**src/hw/rtl/itaf_pkg.sv**
```systemverilog
// shared types, character codes and mode codes of the integer to ascii formatter
`timescale 1ns / 1ps

package itaf_pkg;

	// mode codes; bit 1 set selects hexadecimal
	localparam logic [1:0] OP_UDEC = 2'd0;
	localparam logic [1:0] OP_SDEC = 2'd1;
	localparam logic [1:0] OP_HEX  = 2'd2;

	localparam int VALUE_WIDTH = 64;
	localparam int CHAR_WIDTH  = 8;

	localparam logic [CHAR_WIDTH-1:0] CH_MINUS = 8'h2d;

	// digit value to ascii, lower-case hex
	localparam logic [CHAR_WIDTH-1:0] DIGIT_CHARS [16] = '{
		8'h30, 8'h31, 8'h32, 8'h33, 8'h34, 8'h35, 8'h36, 8'h37,
		8'h38, 8'h39, 8'h61, 8'h62, 8'h63, 8'h64, 8'h65, 8'h66
	};

	// input item
	typedef struct packed {
		logic [1:0]             operation;
		logic [VALUE_WIDTH-1:0] value;
	} in_item_t;

	// result item
	typedef struct packed {
		logic [CHAR_WIDTH-1:0] character;
		logic                  last;
	} out_item_t;

	// classification handed from front to back
	typedef struct packed {
		logic is_hex;
		logic neg;
	} cmd_ctl_t;

	function automatic logic [CHAR_WIDTH-1:0] digit_char(input logic [3:0] d);
		return DIGIT_CHARS[d];
	endfunction

endpackage

```
**src/hw/rtl/itaf_queue.sv**
```systemverilog
// two-entry queue of classified commands between front and back
`timescale 1ns / 1ps

module itaf_queue #(
	parameter int WIDTH = 66
) (
	input  logic             clk,
	input  logic             arst_n,
	input  logic             push,
	input  logic [WIDTH-1:0] push_data,
	output logic             full,
	input  logic             pop,
	output logic             avail,
	output logic [WIDTH-1:0] pop_data
);

	logic [WIDTH-1:0] mem_q [2];
	logic             wr_ptr_q;
	logic             rd_ptr_q;
	logic [1:0]       count_q;

	assign full     = (count_q == 2'd2);
	assign avail    = (count_q != 2'd0);
	assign pop_data = mem_q[rd_ptr_q];

	// entry storage
	always_ff @(posedge clk) begin
		if (push) begin
			mem_q[wr_ptr_q] <= push_data;
		end
	end

	// pointers and fill count
	always_ff @(posedge clk or negedge arst_n) begin
		if (!arst_n) begin
			wr_ptr_q <= 1'b0;
			rd_ptr_q <= 1'b0;
			count_q  <= 2'd0;
		end else begin
			if (push) begin
				wr_ptr_q <= ~wr_ptr_q;
			end
			if (pop) begin
				rd_ptr_q <= ~rd_ptr_q;
			end
			if (push && !pop) begin
				count_q <= count_q + 2'd1;
			end else if (pop && !push) begin
				count_q <= count_q - 2'd1;
			end
		end
	end

endmodule

```
**src/hw/rtl/itaf_front.sv**
```systemverilog
// front end: accepts items, picks the mode and forms the magnitude
`timescale 1ns / 1ps

module itaf_front #(
	parameter int VALUE_BITS = 64
) (
	input  logic                    number_valid,
	output logic                    number_stall,
	input  itaf_pkg::in_item_t      number,
	output logic                    push,
	output itaf_pkg::cmd_ctl_t      push_ctl,
	output logic [VALUE_BITS-1:0]   push_mag,
	input  logic                    full
);

	logic [VALUE_BITS-1:0] v;

	// bits above the width are ignored
	assign v = number.value[VALUE_BITS-1:0];

	// accept whenever the queue has room
	assign number_stall = full;
	assign push         = number_valid && !full;

	// classify: hex on bit 1 of the mode, negative only in signed decimal
	always_comb begin
		push_ctl.is_hex = number.operation[1];
		push_ctl.neg    = (number.operation == itaf_pkg::OP_SDEC) && v[VALUE_BITS-1];
		push_mag        = push_ctl.neg ? (~v + {{(VALUE_BITS-1){1'b0}}, 1'b1}) : v;
	end

endmodule

```
**src/hw/rtl/itaf_back.sv**
```systemverilog
// back end: binary to bcd conversion and serial character output
`timescale 1ns / 1ps

module itaf_back #(
	parameter int VALUE_BITS = 64
) (
	input  logic                    clk,
	input  logic                    arst_n,
	input  logic                    avail,
	input  itaf_pkg::cmd_ctl_t      cmd_ctl,
	input  logic [VALUE_BITS-1:0]   cmd_mag,
	output logic                    pop,
	output logic                    text_valid,
	input  logic                    text_stall,
	output itaf_pkg::out_item_t     text
);

	// decimal digits of the largest value; at least as many as hex digits
	localparam int NumDigits = (VALUE_BITS * 30103) / 100000 + 1;
	localparam int DigW      = 4 * NumDigits;
	localparam int DcW       = $clog2(NumDigits);
	localparam int BcW       = $clog2(VALUE_BITS);

	typedef enum logic [3:0] {
		ST_IDLE  = 4'b0001,
		ST_CONV  = 4'b0010,
		ST_SIGN  = 4'b0100,
		ST_DIGIT = 4'b1000
	} state_t;

	state_t                state_q;
	logic [DigW-1:0]       digits_q;
	logic [VALUE_BITS-1:0] mag_q;
	logic [BcW-1:0]        bit_cnt_q;
	logic [DcW-1:0]        dig_cnt_q;
	logic                  neg_q;
	logic                  started_q;
	logic                  out_valid_q;
	itaf_pkg::out_item_t   out_q;

	logic [DigW-1:0]       adj;
	logic [3:0]            top;
	logic                  out_free;
	logic                  skip;
	logic                  emit;
	itaf_pkg::out_item_t   out_d;

	assign text_valid = out_valid_q;
	assign text       = out_q;
	assign out_free   = !out_valid_q || !text_stall;
	assign pop        = (state_q == ST_IDLE) && avail;
	assign top        = digits_q[DigW-1 -: 4];

	// add-3 correction on every bcd digit before the shift
	always_comb begin
		for (int i = 0; i < NumDigits; i++) begin
			adj[4*i +: 4] = (digits_q[4*i +: 4] >= 4'd5) ?
				(digits_q[4*i +: 4] + 4'd3) : digits_q[4*i +: 4];
		end
	end

	// leading zeros are dropped, but the final digit always goes out
	assign skip = !started_q && (top == 4'd0) && (dig_cnt_q != '0);
	assign emit = out_free && ((state_q == ST_SIGN) || ((state_q == ST_DIGIT) && !skip));

	// character for this cycle
	always_comb begin
		if (state_q == ST_SIGN) begin
			out_d.character = itaf_pkg::CH_MINUS;
			out_d.last      = 1'b0;
		end else begin
			out_d.character = itaf_pkg::digit_char(top);
			out_d.last      = (dig_cnt_q == '0);
		end
	end

	// sequencer
	always_ff @(posedge clk or negedge arst_n) begin
		if (!arst_n) begin
			state_q <= ST_IDLE;
		end else begin
			case (state_q)
				ST_IDLE: begin
					if (avail) begin
						state_q <= cmd_ctl.is_hex ? ST_DIGIT : ST_CONV;
					end
				end
				ST_CONV: begin
					if (bit_cnt_q == '0) begin
						state_q <= neg_q ? ST_SIGN : ST_DIGIT;
					end
				end
				ST_SIGN: begin
					if (out_free) begin
						state_q <= ST_DIGIT;
					end
				end
				ST_DIGIT: begin
					if (emit && (dig_cnt_q == '0)) begin
						state_q <= ST_IDLE;
					end
				end
				default: begin
					state_q <= ST_IDLE;
				end
			endcase
		end
	end

	// working registers
	always_ff @(posedge clk) begin
		case (state_q)
			ST_IDLE: begin
				neg_q     <= cmd_ctl.neg;
				started_q <= 1'b0;
				dig_cnt_q <= DcW'(NumDigits - 1);
				bit_cnt_q <= BcW'(VALUE_BITS - 1);
				mag_q     <= cmd_mag;
				digits_q  <= cmd_ctl.is_hex ? DigW'(cmd_mag) : '0;
			end
			ST_CONV: begin
				digits_q  <= {adj[DigW-2:0], mag_q[VALUE_BITS-1]};
				mag_q     <= {mag_q[VALUE_BITS-2:0], 1'b0};
				bit_cnt_q <= bit_cnt_q - BcW'(1);
			end
			ST_DIGIT: begin
				if (skip || emit) begin
					digits_q  <= {digits_q[DigW-5:0], 4'd0};
					dig_cnt_q <= dig_cnt_q - DcW'(1);
				end
				if (emit) begin
					started_q <= 1'b1;
				end
			end
			default: begin
			end
		endcase
	end

	// output register
	always_ff @(posedge clk or negedge arst_n) begin
		if (!arst_n) begin
			out_valid_q <= 1'b0;
		end else if (emit) begin
			out_valid_q <= 1'b1;
		end else if (!text_stall) begin
			out_valid_q <= 1'b0;
		end
	end

	always_ff @(posedge clk) begin
		if (emit) begin
			out_q <= out_d;
		end
	end

	// a minus sign is never the final character
	a_minus_not_last: assert property (@(posedge clk) disable iff (!arst_n)
		(out_valid_q && (out_q.character == itaf_pkg::CH_MINUS)) |-> !out_q.last)
		else $error("minus sign flagged as last");

	// the final digit ends the item
	a_last_digit_ends: assert property (@(posedge clk) disable iff (!arst_n)
		((state_q == ST_DIGIT) && (dig_cnt_q == '0) && out_free) |=> (state_q == ST_IDLE))
		else $error("final digit did not end the item");

	// conversion runs its full bit count and then moves to output
	a_conv_exit: assert property (@(posedge clk) disable iff (!arst_n)
		((state_q == ST_CONV) && (bit_cnt_q == '0)) |=>
		((state_q == ST_SIGN) || (state_q == ST_DIGIT)))
		else $error("conversion did not hand over to output");

	// hex commands never carry a sign
	a_hex_unsigned: assert property (@(posedge clk) disable iff (!arst_n)
		pop |-> !(cmd_ctl.is_hex && cmd_ctl.neg))
		else $error("signed hex command");

endmodule

```
**src/hw/rtl/integer_to_ascii_formatter_unit.sv**
```systemverilog
// top level of the integer to ascii formatter
`timescale 1ns / 1ps

// Integer to ascii formatter.
// number channel: one item holds a mode (unsigned decimal, signed decimal,
// lower-case hex) and a 64-bit value, of which the low VALUE_BITS are used.
// text channel: one item per character, most significant first, with last
// set on the final character. Leading zeros are dropped; zero prints "0";
// negative signed values print '-' and then the magnitude.
// The front end classifies and negates in the accept cycle and writes a
// two-entry command queue, so up to two numbers are taken ahead of the back.
// The back end pops one command, then for decimal runs a shift-add-3 bcd
// conversion over the VALUE_BITS magnitude bits (hex skips it), emits a
// '-' for a negative value, then walks the bcd register one digit per
// cycle while the output is not stalled (skipped leading zeros included).
// The first character follows the conversion and the skipped leading zeros.
// text_stall holds the output register and pauses the sign and the digit
// walk at the next character to send; the queue fills and then
// number_stall rises. Reset empties queue and output.
module integer_to_ascii_formatter_unit #(
	parameter int VALUE_BITS = 64
) (
	input  logic                clk,
	input  logic                arst_n,
	input  logic                number_valid,
	output logic                number_stall,
	input  itaf_pkg::in_item_t  number,
	output logic                text_valid,
	input  logic                text_stall,
	output itaf_pkg::out_item_t text
);

	localparam int CmdW = $bits(itaf_pkg::cmd_ctl_t) + VALUE_BITS;

	logic                  push;
	itaf_pkg::cmd_ctl_t    push_ctl;
	logic [VALUE_BITS-1:0] push_mag;
	logic                  full;
	logic                  pop;
	logic                  avail;
	logic [CmdW-1:0]       pop_data;
	itaf_pkg::cmd_ctl_t    cmd_ctl;
	logic [VALUE_BITS-1:0] cmd_mag;

	// classify and negate
	itaf_front #(
		.VALUE_BITS(VALUE_BITS)
	) u_front (
		.number_valid(number_valid),
		.number_stall(number_stall),
		.number      (number),
		.push        (push),
		.push_ctl    (push_ctl),
		.push_mag    (push_mag),
		.full        (full)
	);

	// command queue
	itaf_queue #(
		.WIDTH(CmdW)
	) u_queue (
		.clk      (clk),
		.arst_n   (arst_n),
		.push     (push),
		.push_data({push_ctl, push_mag}),
		.full     (full),
		.pop      (pop),
		.avail    (avail),
		.pop_data (pop_data)
	);

	assign cmd_ctl = itaf_pkg::cmd_ctl_t'(pop_data[CmdW-1:VALUE_BITS]);
	assign cmd_mag = pop_data[VALUE_BITS-1:0];

	// conversion and character output
	itaf_back #(
		.VALUE_BITS(VALUE_BITS)
	) u_back (
		.clk       (clk),
		.arst_n    (arst_n),
		.avail     (avail),
		.cmd_ctl   (cmd_ctl),
		.cmd_mag   (cmd_mag),
		.pop       (pop),
		.text_valid(text_valid),
		.text_stall(text_stall),
		.text      (text)
	);

endmodule
```
**config.mk**
```make
export PLATFORM = sky130hd
export DESIGN_NAME = integer_to_ascii_formatter_unit
export DESIGN_NICKNAME = d
export VERILOG_FILES = /design/src/hw/rtl/itaf_pkg.sv /design/src/hw/rtl/itaf_queue.sv /design/src/hw/rtl/itaf_front.sv /design/src/hw/rtl/itaf_back.sv /design/src/hw/rtl/integer_to_ascii_formatter_unit.sv
export SDC_FILE = /design/constraint.sdc
export NUM_CORES = 1
export LEC_CHECK = 0
export BUFFER_PORTS_ARGS = -buffer_cell sky130_fd_sc_hd__buf_2
export CAP_MARGIN = 25
export CORE_MARGIN = 5
export CORE_UTILIZATION = 55
export CTS_BUF_LIST = sky130_fd_sc_hd__clkbuf_8
export CTS_CLUSTER_SIZE = 28
export DETAILED_ROUTE_END_ITERATION = 16
export MAX_ROUTING_LAYER = met4
export PLACE_DENSITY = 0.76
export SLEW_MARGIN = 20
export SYNTH_ARGS = -nofsm -noshare
export SYNTH_HDL_FRONTEND = slang
export SYNTH_HIERARCHICAL = 1
export SYNTH_SLANG_ARGS = --single-unit
```
**constraint.sdc**
```tcl
create_clock -name clk -period 4.2 [get_ports clk]
set_clock_uncertainty 0.05 [all_clocks]
set_input_delay 0.21 -clock clk [delete_from_list [all_inputs] [get_ports clk]]
set_output_delay 0.21 -clock clk [all_outputs]
set_load 0.03 [all_outputs]
```
==> impl_metrics.csv <==
group,metric,value,unit
clock_tree,cts_buffers,51,
synth,syn-num-nets,1502,
placed_design,place_congestion,0.891,
final_layout,multi_input_area,6480,um2
final_layout,insertedDiodeCount,0,
worst_setup_path,r2r_start,"u_back/state_q[0]",
timing,post-route-min-period,3.30,ns
hold_path,min_to,"u_queue/mem_q[1][61]",
routing,avgRoutedWirePerCell,17.9,um
clock_tree,cts_tree,"yes",
timing,finalMaxSlewViolations,0,
synth,synthTopCellsByCount,"edfxtp_1 (296), nand2_1 (270), a21oi_1 (76)",
synth,synth_edf_count,296,
routing,viasPerCell,5.81,
routing,drc,0,
global_route,grt_overflow,0,
clock_tree,clk_latency,0.59,ns
power_and_ir_drop,comb_power_share,36.9,%
hold_path,hold_depth,3,
synth,ys_ff_latch,305,
worst_setup_path,required,4.59,ns
die,ios,81,
routing,first_iter_violations,1113,
global_route,grt_start_max_net_pins,87,
routing,ant_nets,0,
synth,yosysMostFrequentCell,"edfxtp_1",
worst_setup_path,cp.arrival,3.68,ns
final_layout,nets,1642,
global_route,grt.total_usage,21.1,%
clock_tree,clk_pin_slew,0.06,ns
worst_setup_path,worst_r2r_endpoint,"u_back/digits_q[43]",
placed_design,dp_hpwl,22300,um
routing,drtPass1Iterations,5,
hold_path,hold_class,"in2reg",
run_status,outcome,"complete, no violations",
clock_tree,cts_hold_buf,64,
power_and_ir_drop,pwr_density_cell,714,nW/um2
timing,slew_headroom,27.9,%
timing,hold_viol,0,
die,core,28900,um2
synth,synth.avg_cell_area,11.7,um2
power_and_ir_drop,switching_share,36.3,%
synth,syn-instance-count,1383,
synth,synth_ff_type,"edfxtp_1",
die,die_w,182,um
synth,netlist.area_leader.share,54.9,%
synth,ys_top_cells_by_area,"edfxtp_1 (55%), nand2_1 (6.3%), ha_1 (3.8%)",
worst_setup_path,end_kind,"flip-flop",
timing,fin_crit_sh,78.5,%
synth,synth_cell_types,67,
flow_run,drv_cap,0,
power_and_ir_drop,p_int,8.35,mW
die,floorplan.die_area,32900,um2
timing,setup_tns,0,ns
worst_setup_path,path_class,"in2reg",
clock_tree,cts_setup_buffers,0,
worst_setup_path,critical_path.max_fanout,8,
hold_path,min_from,"number[61]",
synth,syn_area,16200,um2
final_layout,seq_area,9120,um2
die,initial_core_util,56.1,%
clock_tree,clk_path_buf_depth,3,
worst_setup_path,r2r_setup_slack,1.44,ns
final_layout,syn2layout_area_growth,13.5,%
global_route,antenna_found_initial,0,
power_and_ir_drop,p_leak,6.99,nW
timing,timing.fmax,0.303,GHz
global_route,grt_pass1_vias,10800,
timing,tightest_slew,1.07,ns
clock_tree,root_buffer,"clkbuf_8",
routing,vias,11300,
synth,synth_seq_area_share,56.3,%
global_route,grt_pass1_wl,55600,um
worst_setup_path,reg2reg_depth,4,
clock_tree,htreeDepth,2,
worst_setup_path,cp-start-kind,"primary input",
clock_tree,clkSinkCount,305,
routing,routed_wl,34800,um
timing,setup_viol,0,
final_layout,fin_util,63.6,%
final_layout,layout-drive-gt1-share,18.2,%
timing,rsz0062_at_grt,"false",
die,rows,62,
power_and_ir_drop,pwr-share-clk,18.0,%
clock_tree,cts_resized,0,
die,die_h,182,um
synth,synth_top_area_cell,"edfxtp_1",
power_and_ir_drop,p_seq_share,45.0,%
power_and_ir_drop,vdd_ir_drop_max,0.469,mV
synth,synthArstFlopShare,2.95,%
final_layout,fill_cells,2175,
placed_design,io_buffer_count,78,
synth,synth_warnings,6,
power_and_ir_drop,power_switching,4.76,mW
==> registers in the layout, summed over array words and instances (netlist names) <==
signal	count
u_back/digits_q	80
u_queue/rd_ptr_q	1
u_back/started_q	1
u_queue/wr_ptr_q	1
u_back/text_valid	1
u_back/mag_q	64
u_back/bit_cnt_q	6
u_back/text	7
u_back/dig_cnt_q	5
u_queue/mem_q	132
u_queue/count_q	2
u_back/neg_q	1
u_back/state_q	4
==> power by group through the flow <==
stage / combinational (mW) / sequential [mW] / clock (mW)
2_1_floorplan: 3.79 / 5.73 / 0
3_3_place_gp: 4.56 / 5.92 / 0
3_5_place_dp: 4.73 / 5.95 / 0
4_1_cts: 4.79 / 5.91 / 2.41
5_1_grt: 5.36 / 6.03 / 2.56
6_report: 4.84 / 5.91 / 2.36
==> per-stage QoR <==
step           instances  hold slack, ns  setup WS, ns  area, um2  power [mW]
5_1_grt             1946          0.0206         0.785      18400        14.0
4_1_cts             1945         0.00103         0.961      18300        13.1
2_1_floorplan       1383          -0.136         0.870      16200        9.52
3_5_place_dp        1789          0.0237          1.28      16800        10.7
3_3_place_gp        1789          0.0187          1.32      16800        10.5
6_report            1946          0.0301         0.904      18400        13.1
==> final cells by class <==
class                           count  area share (%)
Timing Repair Buffer              154            6.22
Clock buffer                       51            3.82
Inverter                           58            1.21
Tap cell                          384            2.62
Multi-Input combinational cell    953            35.3
Clock inverter                     41            1.15
Sequential cell                   305            49.7
==> layout by cell type (no fill, tap or decap), types with 14 or more instances in the layout <==
master,netlist,final
inv_1,57,74
buf_2,21,78
dlygate4sd3_1,0,64
nand2_1,270,269
nand2b_1,24,24
a22oi_1,20,20
edfxtp_1,296,296
clkbuf_8,0,51
mux2_2,54,54
a221o_1,29,29
or3b_2,14,14
clkinv_1,0,18
xnor2_1,54,54
o21ai_0,58,58
xor2_1,38,38
nor3_1,20,20
mux2_4,30,30
a21oi_1,76,76
ha_1,49,49
nor2_1,56,56
==> how the worst max path moves through the flow <==
stage,start,end,slack (ns)
detailed placement,number[0],u_queue/mem_q[1][54],1.28
CTS,number[28],u_queue/mem_q[0][63],0.96
floorplan,u_back/dig_cnt_q[0],u_back/digits_q[0],0.87
global route,number[28],u_queue/mem_q[0][63],0.78
finish,number[28],u_queue/mem_q[0][63],0.90
global placement,number[1],u_queue/mem_q[0][54],1.32
==> per-layer routing <==
metal / up-vias / routed length (um) / global-route usage (%)
met4: 0 / 619 / 5.16
met2: 483 / 15900 / 32.2
met5: - / 0 / -
li1: 5333 / - / -
met3: 54 / 2580 / 2.82
met1: 5433 / 15700 / 30.3
==> cell families after synthesis <==
kind of cell / count (synthesis) / share of synthesized area [%]
buffers and inverters: 125 / 3.82
muxes: 87 / 6.73
xor gates and xnor gates: 92 / 4.98
other: 2 / 0.0464
and+or+nand+nor: 464 / 13.6
AOI/OAI and AO/OA: 259 / 10.7
adders and majority gates: 49 / 3.79
DFF: 305 / 56.3
==> critical path: stages <==
cell and delay, ns:
dlygate4sd3_1 0.54, buf_2 0.15, or4_1 0.64, or3b_1 0.57, nor3_2 0.60, nand4_1 0.17
a31oi_1 0.20, dlygate4sd3_1 0.59
(Power assumes the default switching activity.)
